`config.mk`:
```
export PLATFORM = sky130hd
export DESIGN_NAME = rrp_queue
export DESIGN_NICKNAME = d
export VERILOG_FILES = /design/src/rtl/rrp_pkg.sv /design/src/rtl/rrp_queue.sv
export SDC_FILE = /design/constraint.sdc
export NUM_CORES = 1
export LEC_CHECK = 0
export BUFFER_PORTS_ARGS = -buffer_cell sky130_fd_sc_hd__buf_2
export CAP_MARGIN = 20
export CORE_AREA = 2 2 201 203
export CTS_CLUSTER_DIAMETER = 100
export CTS_CLUSTER_SIZE = 12
export DETAILED_ROUTE_END_ITERATION = 16
export DIE_AREA = 0 0 203 205
export PLACE_DENSITY = 0.73
export RECOVER_POWER = 50
export SLEW_MARGIN = 20
export SYNTH_ARGS = -nofsm -noshare
export SYNTH_HDL_FRONTEND = slang
export SYNTH_SLANG_ARGS = --single-unit
export TNS_END_PERCENT = 5
```
`constraint.sdc`:
```
create_clock -name clock -period 19 [get_ports clock]
set_clock_uncertainty 0.15 [all_clocks]
set_input_delay 3.8 -clock clock [delete_from_list [all_inputs] [get_ports clock]]
set_output_delay 3.8 -clock clock [all_outputs]
set_load 0.02 [all_outputs]
```
`src/rtl/rrp_pkg.sv`:
```
// Shared types and constants of the rectangle raster painter.
package rrp_pkg;

   localparam int EDGE_W = 28;

   localparam logic [1:0] OP_CLEAR = 2'd0;
   localparam logic [1:0] OP_DRAW  = 2'd1;
   localparam logic [1:0] OP_READ  = 2'd2;

   localparam logic [7:0] KIND_FILLED  = 8'd82;
   localparam logic [7:0] KIND_OUTLINE = 8'd114;

   localparam logic [1:0] STATUS_OK       = 2'd0;
   localparam logic [1:0] STATUS_BAD_SIZE = 2'd1;
   localparam logic [1:0] STATUS_BAD_KIND = 2'd2;
   localparam logic [1:0] STATUS_OUTSIDE  = 2'd3;

   localparam logic [1:0] CSR_WIDTH  = 2'd0;
   localparam logic [1:0] CSR_HEIGHT = 2'd1;
   localparam logic [1:0] CSR_BG     = 2'd2;

   typedef enum logic [2:0] {
      JOB_CLEAR,
      JOB_FILL,
      JOB_OUTLINE,
      JOB_READ,
      JOB_DONE
   } job_cmd_type;

   typedef enum logic [1:0] {
      BK_IDLE,
      BK_SCAN,
      BK_READ
   } back_state_type;

   typedef struct packed {
      job_cmd_type             cmd;
      logic [1:0]              status;
      logic [7:0]              paint_char;
      logic signed [EDGE_W-1:0] left;
      logic signed [EDGE_W-1:0] left_in;
      logic signed [EDGE_W-1:0] right;
      logic signed [EDGE_W-1:0] right_in;
      logic signed [EDGE_W-1:0] top;
      logic signed [EDGE_W-1:0] top_in;
      logic signed [EDGE_W-1:0] bottom;
      logic signed [EDGE_W-1:0] bottom_in;
      logic [7:0]              read_x;
      logic [7:0]              read_y;
   } job_type;

endpackage

```
`src/rtl/rrp_queue.sv`:
```
// Two-entry job queue between the front end and the painter.
module rrp_queue (
   input  logic             clock,
   input  logic             reset,
   input  logic             push,
   input  rrp_pkg::job_type wdata,
   input  logic             pop,
   output logic             full,
   output logic             empty,
   output rrp_pkg::job_type head
);

   rrp_pkg::job_type slots_ff [2];
   logic [1:0] count_ff;
   logic [1:0] count_in;
   logic       wr_ptr_ff;
   logic       rd_ptr_ff;

   assign full  = (count_ff == 2'd2);
   assign empty = (count_ff == 2'd0);
   assign head  = slots_ff[rd_ptr_ff];

   always_comb begin
      count_in = count_ff;
      if (push && !pop) begin
         count_in = count_ff + 2'd1;
      end else if (pop && !push) begin
         count_in = count_ff - 2'd1;
      end
   end

   always_ff @(posedge clock) begin
      if (reset) begin
         count_ff  <= 2'd0;
         wr_ptr_ff <= 1'b0;
         rd_ptr_ff <= 1'b0;
      end else begin
         count_ff <= count_in;
         if (push) begin
            wr_ptr_ff <= !wr_ptr_ff;
         end
         if (pop) begin
            rd_ptr_ff <= !rd_ptr_ff;
         end
      end
   end

   always_ff @(posedge clock) begin
      if (push) begin
         slots_ff[wr_ptr_ff] <= wdata;
      end
   end

endmodule

```
## After elaboration in Yosys (flattened, before gate mapping)

Memory sizes are Yosys's and may differ from the RTL's. A register that Yosys moved wholly into a read port is not among the register bits.
Cells that the tools add are included.

| storage, ports and cells | value |
|---|---|
| memories | 1 |
| bits of input ports | 257 |
| logic and storage cells | 21 |
| RAM bits | 506 |
| output and inout bits | 255 |
| register bits after elaboration | 4 |

Memory list:

| name | words | bits a word | read ports | clocked after Yosys merged registers in | wr ports | line | text |
|---|---|---|---|---|---|---|---|
| slots_ff | 2 | 253 | 1 | 1 | 1 | rrp_queue.sv:13 | `rrp_pkg::job_type slots_ff [2];` |

| operators by class | value |
|---|---|
| equal/unequal tests | 1 |
| $add $sub $neg | 2 |
| mux-type cells | 6 |
| reductions and logical operators | 8 |

Operators by type and width:

| cell | number |
|---|---|
| $logic_not A1 Y1 | 4 |
| $mux W1 | 4 |
| $mux W2 | 2 |
| $add A2 B1 Y2 const B | 1 |
| $eq A2 B2 Y1 const B | 1 |
| $logic_and A1 B1 Y1 | 2 |
| $logic_not A2 Y1 | 1 |
| $reduce_bool A2 Y1 | 1 |
| $sub A2 B1 Y2 const B | 1 |

## Depth between registers and ports, before layout

| logic depth | value |
|---|---|
| depth in word-level cells | 4 |
| mapped depth | 5 |
| mapped depth without buffers | 5 |

## Least setup slack after synthesis

Ideal clock, no wire load.

| timing path | value |
|---|---|
| path type | in2reg |
| start point | input port push |
| end point | memory slots_ff[0][0] (netlist bit) (enable) |
| path buffers | 0 |
| setup time | 902 ps |
| arrival | 14687 ps |
| data required time | 17948 ps |
| stages | 1 |
| path slack | 3261 ps |
| cell sequence | nor2b_1 |

| between the ends | value |
|---|---|
| word-level cells in the longest chain between the ends | 2 |

Ends and longest elaborated chain:

| element | line | text |
|---|---|---|
| from (decl) | rrp_queue.sv:5 | `input logic push,` |
| $mux W1 | rrp_queue.sv:49 | `if (push) begin` |
| $mux W1 (implied by the code) | rrp_queue.sv:50 | `slots_ff[wr_ptr_ff] <= wdata;` |
| to (decl) | rrp_queue.sv:13 |  |

No other way between the ends.

## Worst setup path after layout

| timing path | value |
|---|---|
| start point | input port push |
| end point | memory slots_ff[1][176] (netlist bit) (enable) |

Same word-level chain as after synthesis.

==> qor.csv <==
metric,value,unit
static leakage,8.714,nW
post-route non-filler standard cell count,1890,
Root Buffer Master,clkbuf_16,
drt wl/cell,21.11,um
maxcap violations,1,
part of the power in registers,53.6,%
Sw Share,23.27,%
CTS max path bufs,3,
net switching power,0.5822,mW
PD cells,107.4,nW/um^2
CTS resizes,0,
die width,203,um
HP Class,register to register,
worst-path maximum fanout,72,
first-pass GRT wire length,56900,um
hold buffers post-CTS,0,
most frequent CP cell,buf_4,
dpl hpwl,27610,um
Initial Util,48.65,%
CP peak stage delay,2900,ps
DP Area,22200,sq um
Worst Setup Path Type,input pin to register,
final setup TNS,0,ps
CP Data Required Time,19020,ps
number of synthesized register bits,511,
cell taking the most area after synthesis,edfxtp_1,
drt drc,0,
Std-Cell Rows,73,
slowest cell on the critical path,and2_0,
clk sinks,511,
initial antenna violation count,9,
CTS tree,built,
Via Count,9457,
Int Pwr,1.920,mW
distinct cell type count after synthesis,16,
final setup fails,0,
post-layout total power,2.502,mW
worst-path cell chain,clkbuf_1 > and2_0 > buf_4 > buf_4,
"Seq/Total Area, Yosys",79.86,%
Post-Syn Instances,809,
cell area after layout,23290,sq um
Synth Cell Area,19150,sq um
startpoint class of the critical path,input pin,
Post-Route WL,39890,um
"most common cell after layout, fill and taps aside",edfxtp_1,
grt ovf,0,
Area contributors post-synth,"edfxtp_1 79%, mux2_4 13%, mux2_2 4.9%, buf_6 1.2%, dfxtp_1 0.52%",
RSZ-0062 raised after global routing,no,
Post-Syn Nets,1067,
outcome,"complete, but fails checks",
Post-CTS Setup Bufs,0,
violated checks,"max-capacitance violations, max-slew violations",
fmax,112.5,MHz
Slew HR,-168.3,%
CP endpoint kind,register,
fillcell total,2977,
"commonest non-fill, non-tap cells in the layout","506 x edfxtp_1, 371 x buf_2, 170 x mux2_4",
I/O pins,512,
placed cell count,1826,
TritonRoute pass-1 iters,5,
via density per instance,5.004,
vias in the first global route,9640,
ANT nets after route,0,
crit path DAT,8910,ps
H-tree depth,2,
Worst-Skew Late Latency,550,ps
largest net degree at the start of global routing,176,
drt initial violations,536,
maximum vdd ir drop,0.0001224,V
Core Area,39370,sq um
Setup WS pre-CTS,11930,ps
Clock Power Share,32.9,%
min Tclk post-route,8886,ps
Buf/Inv on CP,3,
fin crit share,46.77,%
setup ws final,10110,ps
die footprint,41620,sq um
area of the multi-input gates,3588,sq um
Die Span Y,205,um
"CP delay by family, top",simple AND/OR/NAND/NOR gates,
"Area growth, synth to finish",21.62,%
Syn. warnings,0,
Tightest Pin Transition,4025,ps
Post-Syn Area per Cell,23.67,sq um
I/O Buffers,511,
clock-pin slew on the worst setup and hold paths,60,ps
final count of hold timing violations,0,
Inserted Clock Buffers,48,
register area,15300,sq um
layout cells sized above 1,50.29,%
max-slew violation count,60,
overall routing resource usage,18.39,%
combinational share of power,13.5,%
area share of the largest cell type after synthesis,79.34,%
Placer Congestion,0.7979,
Final Net Count,1609,
[cells by family (layout without fill, tap and decap cells)]
logic type / Yosys count / count (layout) / share of synthesized area (%)
compound gates: 2 / 2 / 0.05221
buf+inv: 29 / 580 / 1.405
other cells: 0 / 5 / 0
simple gates: 9 / 9 / 0.2287
mux: 253 / 253 / 18.21
xor+xnor: 4 / 4 / 0.1830
flops: 511 / 511 / 79.86
fa+ha+maj: 1 / 1 / 0.06532
[metrics by stage]
stage | utilization [%] | hold slack [ps]
2_1_floorplan | - | 310.8
3_3_place_gp | 56.38 | 330.9
3_5_place_dp | 56.38 | 350.2
4_1_cts | 59.60 | 362.9
5_1_grt | 59.17 | 384.5
6_report | 59.17 | 363.6
[sequential cells by signal (all words and copies together) (netlist names), named ones only]
name and cells:
rd_ptr_ff 1, wr_ptr_ff 1, slots_ff 506, count_ff 2
[final timing paths]
check	startpoint	cells past startpoint	slack, ps	to
max	push	4	10110	slots_ff[1][176]
min	count_ff[1]	2	360	count_ff[1]
max reg2reg	wr_ptr_ff	3	13180	slots_ff[1][176]
min reg2reg	count_ff[1]	2	360	count_ff[1]
[power groups by stage]
stage | Clock, mW | Sequential, mW | Combinational (mW)
floorplan | 0 | 1.38 | 0.233
global placement | 0 | 1.36 | 0.341
detailed placement | 0 | 1.36 | 0.346
CTS | 0.849 | 1.34 | 0.347
global route | 0.889 | 1.35 | 0.358
finish | 0.824 | 1.34 | 0.338
[final cells by class]
type,count,share of cell area (%)
Inverter,1,0.01611
Antenna cell,5,0.05371
Tap cell,525,2.820
Clock inverter,1,0.03223
Clock buffer,58,5.409
Timing Repair Buffer,520,10.59
Multi-Input combinational cell,269,15.41
Sequential cell,511,65.68
[per-layer routing]
layer / up-vias / GRT usage (%) / wire (um)
met5: - / 0 / 54
met4: 8 / 6.621 / 1075
met3: 73 / 6.761 / 3479
met2: 380 / 31.91 / 20430
met1: 4700 / 20.90 / 14850
li1: 4296 / - / -
[synthesized netlist by cell type]
master    count
edfxtp_1    506
mux2_4      170
mux2_2       83
buf_6        20
buf_2         8
dfxtp_1       5
nor2_1        5
nor2b_1       2
xnor2_1       2
xor2_1        2
a21oi_1       1
and2_1        1
ha_1          1
inv_1         1
o21ai_0       1
or3_1         1
[worst reg2reg max path: stages, from the launching register on]
cell and delay (ps):
dfxtp_1 370, and2_0 2880, buf_4 1080, buf_4 860
Note: power is estimated with default switching activity, not from simulation.
