### src/rtl/rrp_pkg.sv
// Shared types and constants of the rectangle raster painter.
package rrp_pkg;

   localparam int EDGE_W = 28;

   localparam logic [1:0] OP_CLEAR = 2'd0;
   localparam logic [1:0] OP_DRAW  = 2'd1;
   localparam logic [1:0] OP_READ  = 2'd2;

   localparam logic [7:0] KIND_FILLED  = 8'd82;
   localparam logic [7:0] KIND_OUTLINE = 8'd114;

   localparam logic [1:0] STATUS_OK       = 2'd0;
   localparam logic [1:0] STATUS_BAD_SIZE = 2'd1;
   localparam logic [1:0] STATUS_BAD_KIND = 2'd2;
   localparam logic [1:0] STATUS_OUTSIDE  = 2'd3;

   localparam logic [1:0] CSR_WIDTH  = 2'd0;
   localparam logic [1:0] CSR_HEIGHT = 2'd1;
   localparam logic [1:0] CSR_BG     = 2'd2;

   typedef enum logic [2:0] {
      JOB_CLEAR,
      JOB_FILL,
      JOB_OUTLINE,
      JOB_READ,
      JOB_DONE
   } job_cmd_type;

   typedef enum logic [1:0] {
      BK_IDLE,
      BK_SCAN,
      BK_READ
   } back_state_type;

   typedef struct packed {
      job_cmd_type             cmd;
      logic [1:0]              status;
      logic [7:0]              paint_char;
      logic signed [EDGE_W-1:0] left;
      logic signed [EDGE_W-1:0] left_in;
      logic signed [EDGE_W-1:0] right;
      logic signed [EDGE_W-1:0] right_in;
      logic signed [EDGE_W-1:0] top;
      logic signed [EDGE_W-1:0] top_in;
      logic signed [EDGE_W-1:0] bottom;
      logic signed [EDGE_W-1:0] bottom_in;
      logic [7:0]              read_x;
      logic [7:0]              read_y;
   } job_type;

endpackage

### src/rtl/rrp_front.sv
// Front end: accept request items, check them and turn them into jobs.
module rrp_front #(
   parameter int MAX_WIDTH  = 256,
   parameter int MAX_HEIGHT = 256,
   parameter int FRAC_BITS  = 8,
   localparam int COL_W = $clog2(MAX_WIDTH + 1),
   localparam int ROW_W = $clog2(MAX_HEIGHT + 1)
) (
   input  logic              req_tvalid,
   output logic              req_tready,
   input  logic [119:0]      req_tdata,
   input  logic [9:0]        req_tuser,
   input  logic [COL_W-1:0]  width_eff,
   input  logic [ROW_W-1:0]  height_eff,
   input  logic              q_full,
   output logic              q_push,
   output rrp_pkg::job_type  q_wdata
);

   localparam int EW = rrp_pkg::EDGE_W;
   localparam logic [EW-1:0] ONE = EW'(1) << FRAC_BITS;

   logic [1:0]  op;
   logic [7:0]  kind;
   logic [23:0] left_raw;
   logic [23:0] top_raw;
   logic [23:0] span_x_raw;
   logic [23:0] span_y_raw;
   logic signed [EW-1:0] left_x;
   logic signed [EW-1:0] top_x;
   logic signed [EW-1:0] span_x;
   logic signed [EW-1:0] span_y;
   logic signed [EW-1:0] right_x;
   logic signed [EW-1:0] bottom_x;
   logic        size_bad;
   logic        kind_ok;
   logic        read_out;

   assign op         = req_tuser[1:0];
   assign kind       = req_tuser[9:2];
   assign left_raw   = req_tdata[23:0];
   assign top_raw    = req_tdata[47:24];
   assign span_x_raw = req_tdata[71:48];
   assign span_y_raw = req_tdata[95:72];

   assign left_x   = $signed({{(EW-24){left_raw[23]}}, left_raw});
   assign top_x    = $signed({{(EW-24){top_raw[23]}}, top_raw});
   assign span_x   = $signed({{(EW-24){span_x_raw[23]}}, span_x_raw});
   assign span_y   = $signed({{(EW-24){span_y_raw[23]}}, span_y_raw});
   assign right_x  = left_x + span_x;
   assign bottom_x = top_x + span_y;

   assign size_bad = (span_x <= $signed(EW'(0))) || (span_y <= $signed(EW'(0)));
   assign kind_ok  = (kind == rrp_pkg::KIND_FILLED) || (kind == rrp_pkg::KIND_OUTLINE);
   assign read_out = ({3'b000, req_tdata[111:104]} >= 11'(width_eff)) ||
                     ({3'b000, req_tdata[119:112]} >= 11'(height_eff));

   assign req_tready = !q_full;
   assign q_push     = req_tvalid && !q_full;

   always_comb begin
      q_wdata            = '0;
      q_wdata.paint_char = req_tdata[103:96];
      q_wdata.read_x     = req_tdata[111:104];
      q_wdata.read_y     = req_tdata[119:112];
      q_wdata.left       = left_x;
      q_wdata.left_in    = left_x + $signed(ONE);
      q_wdata.right      = right_x;
      q_wdata.right_in   = right_x - $signed(ONE);
      q_wdata.top        = top_x;
      q_wdata.top_in     = top_x + $signed(ONE);
      q_wdata.bottom     = bottom_x;
      q_wdata.bottom_in  = bottom_x - $signed(ONE);
      q_wdata.status     = rrp_pkg::STATUS_OK;
      q_wdata.cmd        = rrp_pkg::JOB_DONE;
      unique case (op)
         rrp_pkg::OP_CLEAR: begin
            q_wdata.cmd = rrp_pkg::JOB_CLEAR;
         end
         rrp_pkg::OP_DRAW: begin
            priority if (size_bad) begin
               q_wdata.status = rrp_pkg::STATUS_BAD_SIZE;
            end else if (!kind_ok) begin
               q_wdata.status = rrp_pkg::STATUS_BAD_KIND;
            end else if (kind == rrp_pkg::KIND_FILLED) begin
               q_wdata.cmd = rrp_pkg::JOB_FILL;
            end else begin
               q_wdata.cmd = rrp_pkg::JOB_OUTLINE;
            end
         end
         rrp_pkg::OP_READ: begin
            if (read_out) begin
               q_wdata.status = rrp_pkg::STATUS_OUTSIDE;
            end else begin
               q_wdata.cmd = rrp_pkg::JOB_READ;
            end
         end
         default: begin
            q_wdata.cmd = rrp_pkg::JOB_DONE;
         end
      endcase
   end

endmodule

### config.mk
export PLATFORM = sky130hd
export DESIGN_NAME = rrp_front
export DESIGN_NICKNAME = d
export VERILOG_FILES = /design/src/rtl/rrp_pkg.sv /design/src/rtl/rrp_front.sv
export SDC_FILE = /design/constraint.sdc
export NUM_CORES = 1
export LEC_CHECK = 0
export BUFFER_PORTS_ARGS = -buffer_cell sky130_fd_sc_hd__buf_2
export CORE_AREA = 3 3 157 159
export DETAILED_ROUTE_END_ITERATION = 12
export DIE_AREA = 0 0 160 162
export PLACE_DENSITY = 0.51
export REMOVE_ABC_BUFFERS = 1
export SLEW_MARGIN = 0
export SYNTH_ARGS = -nofsm -noshare
export SYNTH_HDL_FRONTEND = slang
export SYNTH_SLANG_ARGS = --single-unit
export TNS_END_PERCENT = 10
### constraint.sdc
create_clock -name vclk -period 4
set_clock_uncertainty 0.15 [all_clocks]
set_input_delay 0.4 -clock vclk [all_inputs]
set_output_delay 0.4 -clock vclk [all_outputs]
set_load 0.005 [all_outputs]
* Word-level counts from Yosys, hierarchy flattened
Index checks and enable logic that the tools add are counted.
** Storage, ports and cells
- Bits in registers :: 0
- Bits in latches :: 0
- Bits in writable memories :: 0
- Bits in read-only memories :: 0
- Bits of input ports :: 150
- Word-level logic and storage cells :: 29
- Memories kept :: 0
** Operators by class
- Add/sub/neg operators :: 6
- $mul :: 0
- Divide/modulo/power cells :: 0
- Magnitude comparators :: 4
- Eq/ne operators :: 4
- Shift-type cells :: 0
- Muxes and demuxes :: 9
- Bitwise logic cells :: 0
- Reductions and logical operators :: 6
** Operators by type and width (count)
- subtractor 25 x 10 -> 26 bit, second input constant :: 2
- adder 24 x 10 -> 25 bit, second input constant :: 2
- adder 24 x 24 -> 25 bit :: 2
- <= comparator 24 x 1 -> 1 bit, second input constant :: 2
- >= comparator 8 x 9 -> 1 bit :: 2
- equality test 8 x 7 -> 1 bit, second input constant :: 2
- 2-to-1 mux 3 bit :: 3
- case mux 3 bit (3 select lines) :: 1
- 2-to-1 mux 2 bit :: 4
- case mux 2 bit (2 select lines) :: 1
- logical OR 1 bit :: 3
- equality test 2 x 1 -> 1 bit, second input constant :: 1
- equality test 2 bit, second input constant :: 1
- logical NOT 2 bit :: 1
- logical AND 1 bit :: 1
- logical NOT 1 bit :: 1

* Logic depth before layout (Yosys ltp)
- Depth after elaboration :: 5
- Gate-level depth with buffers :: 14
- Depth with buffers taken out :: 13

* Worst setup path after synthesis
No wires, ideal clock.
- Path type :: input-to-output
- From :: input port req_tdata[0]
- To :: output port q_wdata[154] in the netlist's numbering
- Arrival :: 3.337 ns
- Data required time :: 3.450 ns
- Setup slack :: 0.113 ns
- Cell stages on the path :: 11
- Buffers on the path :: 1
- Path through :: ha_1 > fa_1 > a211oi_1 > o21a_1 > a21oi_1 > or3_1 > a211o_1 > nor4_2 > nand4_1 > o21ai_0 > buf_4
** RTL lines
- start, declared :: line rrp_front.sv:11 : input logic [119:0] req_tdata,
- end, declared :: line rrp_front.sv:17 : output rrp_pkg::job_type q_wdata

==> results.cfg <==
[status]
run_status = finished clean

[yosys]
area_share_of_the_largest_cell_type_after_synthesis = 0.1708
synthesized_instance_count = 806
netlist_top_cells_area = sky130_fd_sc_hd__buf_4, sky130_fd_sc_hd__ha_1, sky130_fd_sc_hd__xnor2_1
synthDominantAreaCellType = sky130_fd_sc_hd__buf_4
synth.yosys.seq_area_share = 0
ys_types = 75
avgSynthCellArea_um2 = 7.034
synth.cell_area_um2 = 5669
ys_warn_count = 0

[global_route]
largest_net_degree_at_the_start_of_global_routing = 11
global_route.overflow_total = 0
first_pass_grt_wire_length_um = 34740
grt.total_usage = 0.1614
grt_pass1_vias = 6459
antenna_found_initial = 0

[pwr]
p_per_area_nw_per_um2 = 187.6
p_leak_nw = 4.164
post_layout_total_power_mw = 1.502
irDropWorstVdd_uv = 109.2

[placed_design]
detailed_place_hpwl_um = 20830
detailedPlace.worstSlack_ns = -0.3123
place_inst = 1463
gp_routability_congestion = 0.8947
port-buffer-count = 389

[finish]
fillerInstances = 2630
layoutNonFillerInstCount = 1468
drive_gt1_frac = 0.4822
final_net_count = 1374
combined_area_of_the_multi_input_logic_cells_um2 = 4698
regArea_um2 = 0
final.clkbuf_count = 0
diodes = 0
seq_cell_count = 0
areaGrowthSynthToFinish_pct = 41.21

[detailed_routing]
total_wirelength_um = 23390
drt-initial-drc-count = 213
avgRoutedWirePerCell_um = 15.93
route.antenna.remaining_nets = 0
detailedRoute.firstPassIterationCount = 4
drcViolationCount = 0
routed-via-count = 6804
route.detailed.vias_per_inst = 4.635

[worst_setup_path]
startpoint_type = input pin
worstSetupPathType = in -> out
arrival_ns = 3.33
crit_start = req_tdata[29]
timing.critical_path.fanout_max = 5
critical_path.endpoint = q_wdata[36]
worst_ep_required_time_ns = 3.45
critical_path_endpoint_category = output port

[sta]
worstMarginPinSlew_ns = 0.6919
timing.hold.ws_ns = 0.6500
post-route-period-util = 0.9700
timing.final.crit_period_ns = 3.880
timing.setup.tns_ns = 0
final_hold_viol_count = 0
maxClockFrequency_mhz = 257.7
relSlewSlack = 0.5345
slew_viol_final = 0
timing.final.setup_violations = 0
setup_slack_ns = 0.1201

[floorplanning]
die_area_um2 = 25920
core_area_um2 = 23400
initial_util = 0.2422
io_pins = 405
floorplan.die.height_um = 162
floorplan.die.width_um = 160
placementRows = 56

[clock_network]
number_of_buffers_inserted_by_hold_repair_at_cts = 0

[flow_run]
drv.max_cap_violation_count = 0

[min_path]
hold_path_depth = 0
hold_class = in -> out
-- metrics by stage --
step	util	area (µm²)
floorplan	-	4617
detailed placement	0.3286	7691
CTS	0.3305	7735
global route	0.3421	8005
finish	0.3421	8005
global placement	0.3286	7691
-- worst min path at each step --
stage                     slack [ns]            to           start
after floorplan                 0.65    q_wdata[0]  req_tdata[112]
after global placement          0.65  q_wdata[244]  req_tdata[100]
after detailed placement        0.65  q_wdata[244]  req_tdata[100]
after CTS                       0.65  q_wdata[244]  req_tdata[100]
after global routing            0.65  q_wdata[246]  req_tdata[102]
final                           0.65  q_wdata[244]  req_tdata[100]
-- critical path, stage by stage --
cell and delay [ns]:
sky130_fd_sc_hd__buf_2 0.11, sky130_fd_sc_hd__ha_1 0.37, sky130_fd_sc_hd__a21o_1 0.25, sky130_fd_sc_hd__nor3_1 0.31, sky130_fd_sc_hd__a21oi_2 0.15, sky130_fd_sc_hd__a211o_1 0.35, sky130_fd_sc_hd__a21oi_4 0.18, sky130_fd_sc_hd__nand3b_1 0.11
sky130_fd_sc_hd__or4b_4 0.58, sky130_fd_sc_hd__buf_6 0.15, sky130_fd_sc_hd__nor2_4 0.09, sky130_fd_sc_hd__xor2_1 0.14, sky130_fd_sc_hd__buf_2 0.13
-- layer usage --
metal / routed length (µm) / up-vias / track usage
li1: - / 3470 / -
met1: 10270 / 3112 / 0.2145
met2: 11400 / 202 / 0.2870
met3: 1216 / 20 / 0.01632
met4: 493 / 0 / 0.02722
met5: 0 / - / 0
-- cells in the mapped netlist, drive strengths merged, types with 12 or more instances --
library cell / n
nor2: 57
a21oi: 56
nand2: 40
xnor2: 51
buf: 133
nor4: 20
inv: 50
nand4: 12
nand3: 33
nor3: 25
xor2: 33
clkbuf: 15
a21o: 30
o21ai: 30
nand2b: 13
ha: 71
-- where the power goes --
group / switching, mW / internal [mW] / total, mW
clock: 0 / 0 / 0
sequential: 0 / 0 / 0
combinational: 0.776 / 0.726 / 1.50
total: 0.776 / 0.726 / 1.50
-- cell families (layout without fill, tap and decap cells) --
| family | Yosys count | count (layout) | share of synthesized area |
|---|---|---|---|
| AOI/OAI and AO/OA | 194 | 194 | 0.2397 |
| adders and majority gates | 73 | 73 | 0.1638 |
| and+or+nand+nor | 249 | 249 | 0.2302 |
| xor gates and xnor gates | 84 | 84 | 0.1331 |
| muxes | 8 | 8 | 0.01457 |
| buffers and inverters | 198 | 541 | 0.2187 |
-- cell type report --
type	instances	share of cell area
Inverter	50	0.02344
Timing Repair Buffer	491	0.3398
Multi-Input combinational cell	608	0.5869
Tap cell	319	0.04986
-- cell usage in the layout (no fill, tap or decap), types with 7 or more instances in the layout --
cell type                  synthesis  layout
sky130_fd_sc_hd__a21o_1           30      29
sky130_fd_sc_hd__a21oi_1          53      46
sky130_fd_sc_hd__a21oi_2           2       8
sky130_fd_sc_hd__and2_1            7       7
sky130_fd_sc_hd__and3_1            9       9
sky130_fd_sc_hd__buf_2             3     389
sky130_fd_sc_hd__buf_4           129     100
sky130_fd_sc_hd__ha_1             71      61
sky130_fd_sc_hd__inv_1            50      50
sky130_fd_sc_hd__nand2_1          40      40
sky130_fd_sc_hd__nand2b_1         13      12
sky130_fd_sc_hd__nand3_1          33      32
sky130_fd_sc_hd__nand4_1          12      12
sky130_fd_sc_hd__nor2_1           57      55
sky130_fd_sc_hd__nor2b_1           8       8
sky130_fd_sc_hd__nor3_1           24      20
sky130_fd_sc_hd__nor4_1           18      16
sky130_fd_sc_hd__o211ai_1          9       9
sky130_fd_sc_hd__o21a_1            9       8
sky130_fd_sc_hd__o21ai_0          27      23
sky130_fd_sc_hd__xnor2_1          50      50
sky130_fd_sc_hd__xor2_1           33      32
-- repair_timing --
action,4_1_cts,5_1_grt
setup buffers,0,5
endpoints found under the setup margin,11,20
pin swaps,6,28
resized for setup,11,47
Note: power is estimated with default switching activity, not from simulation.
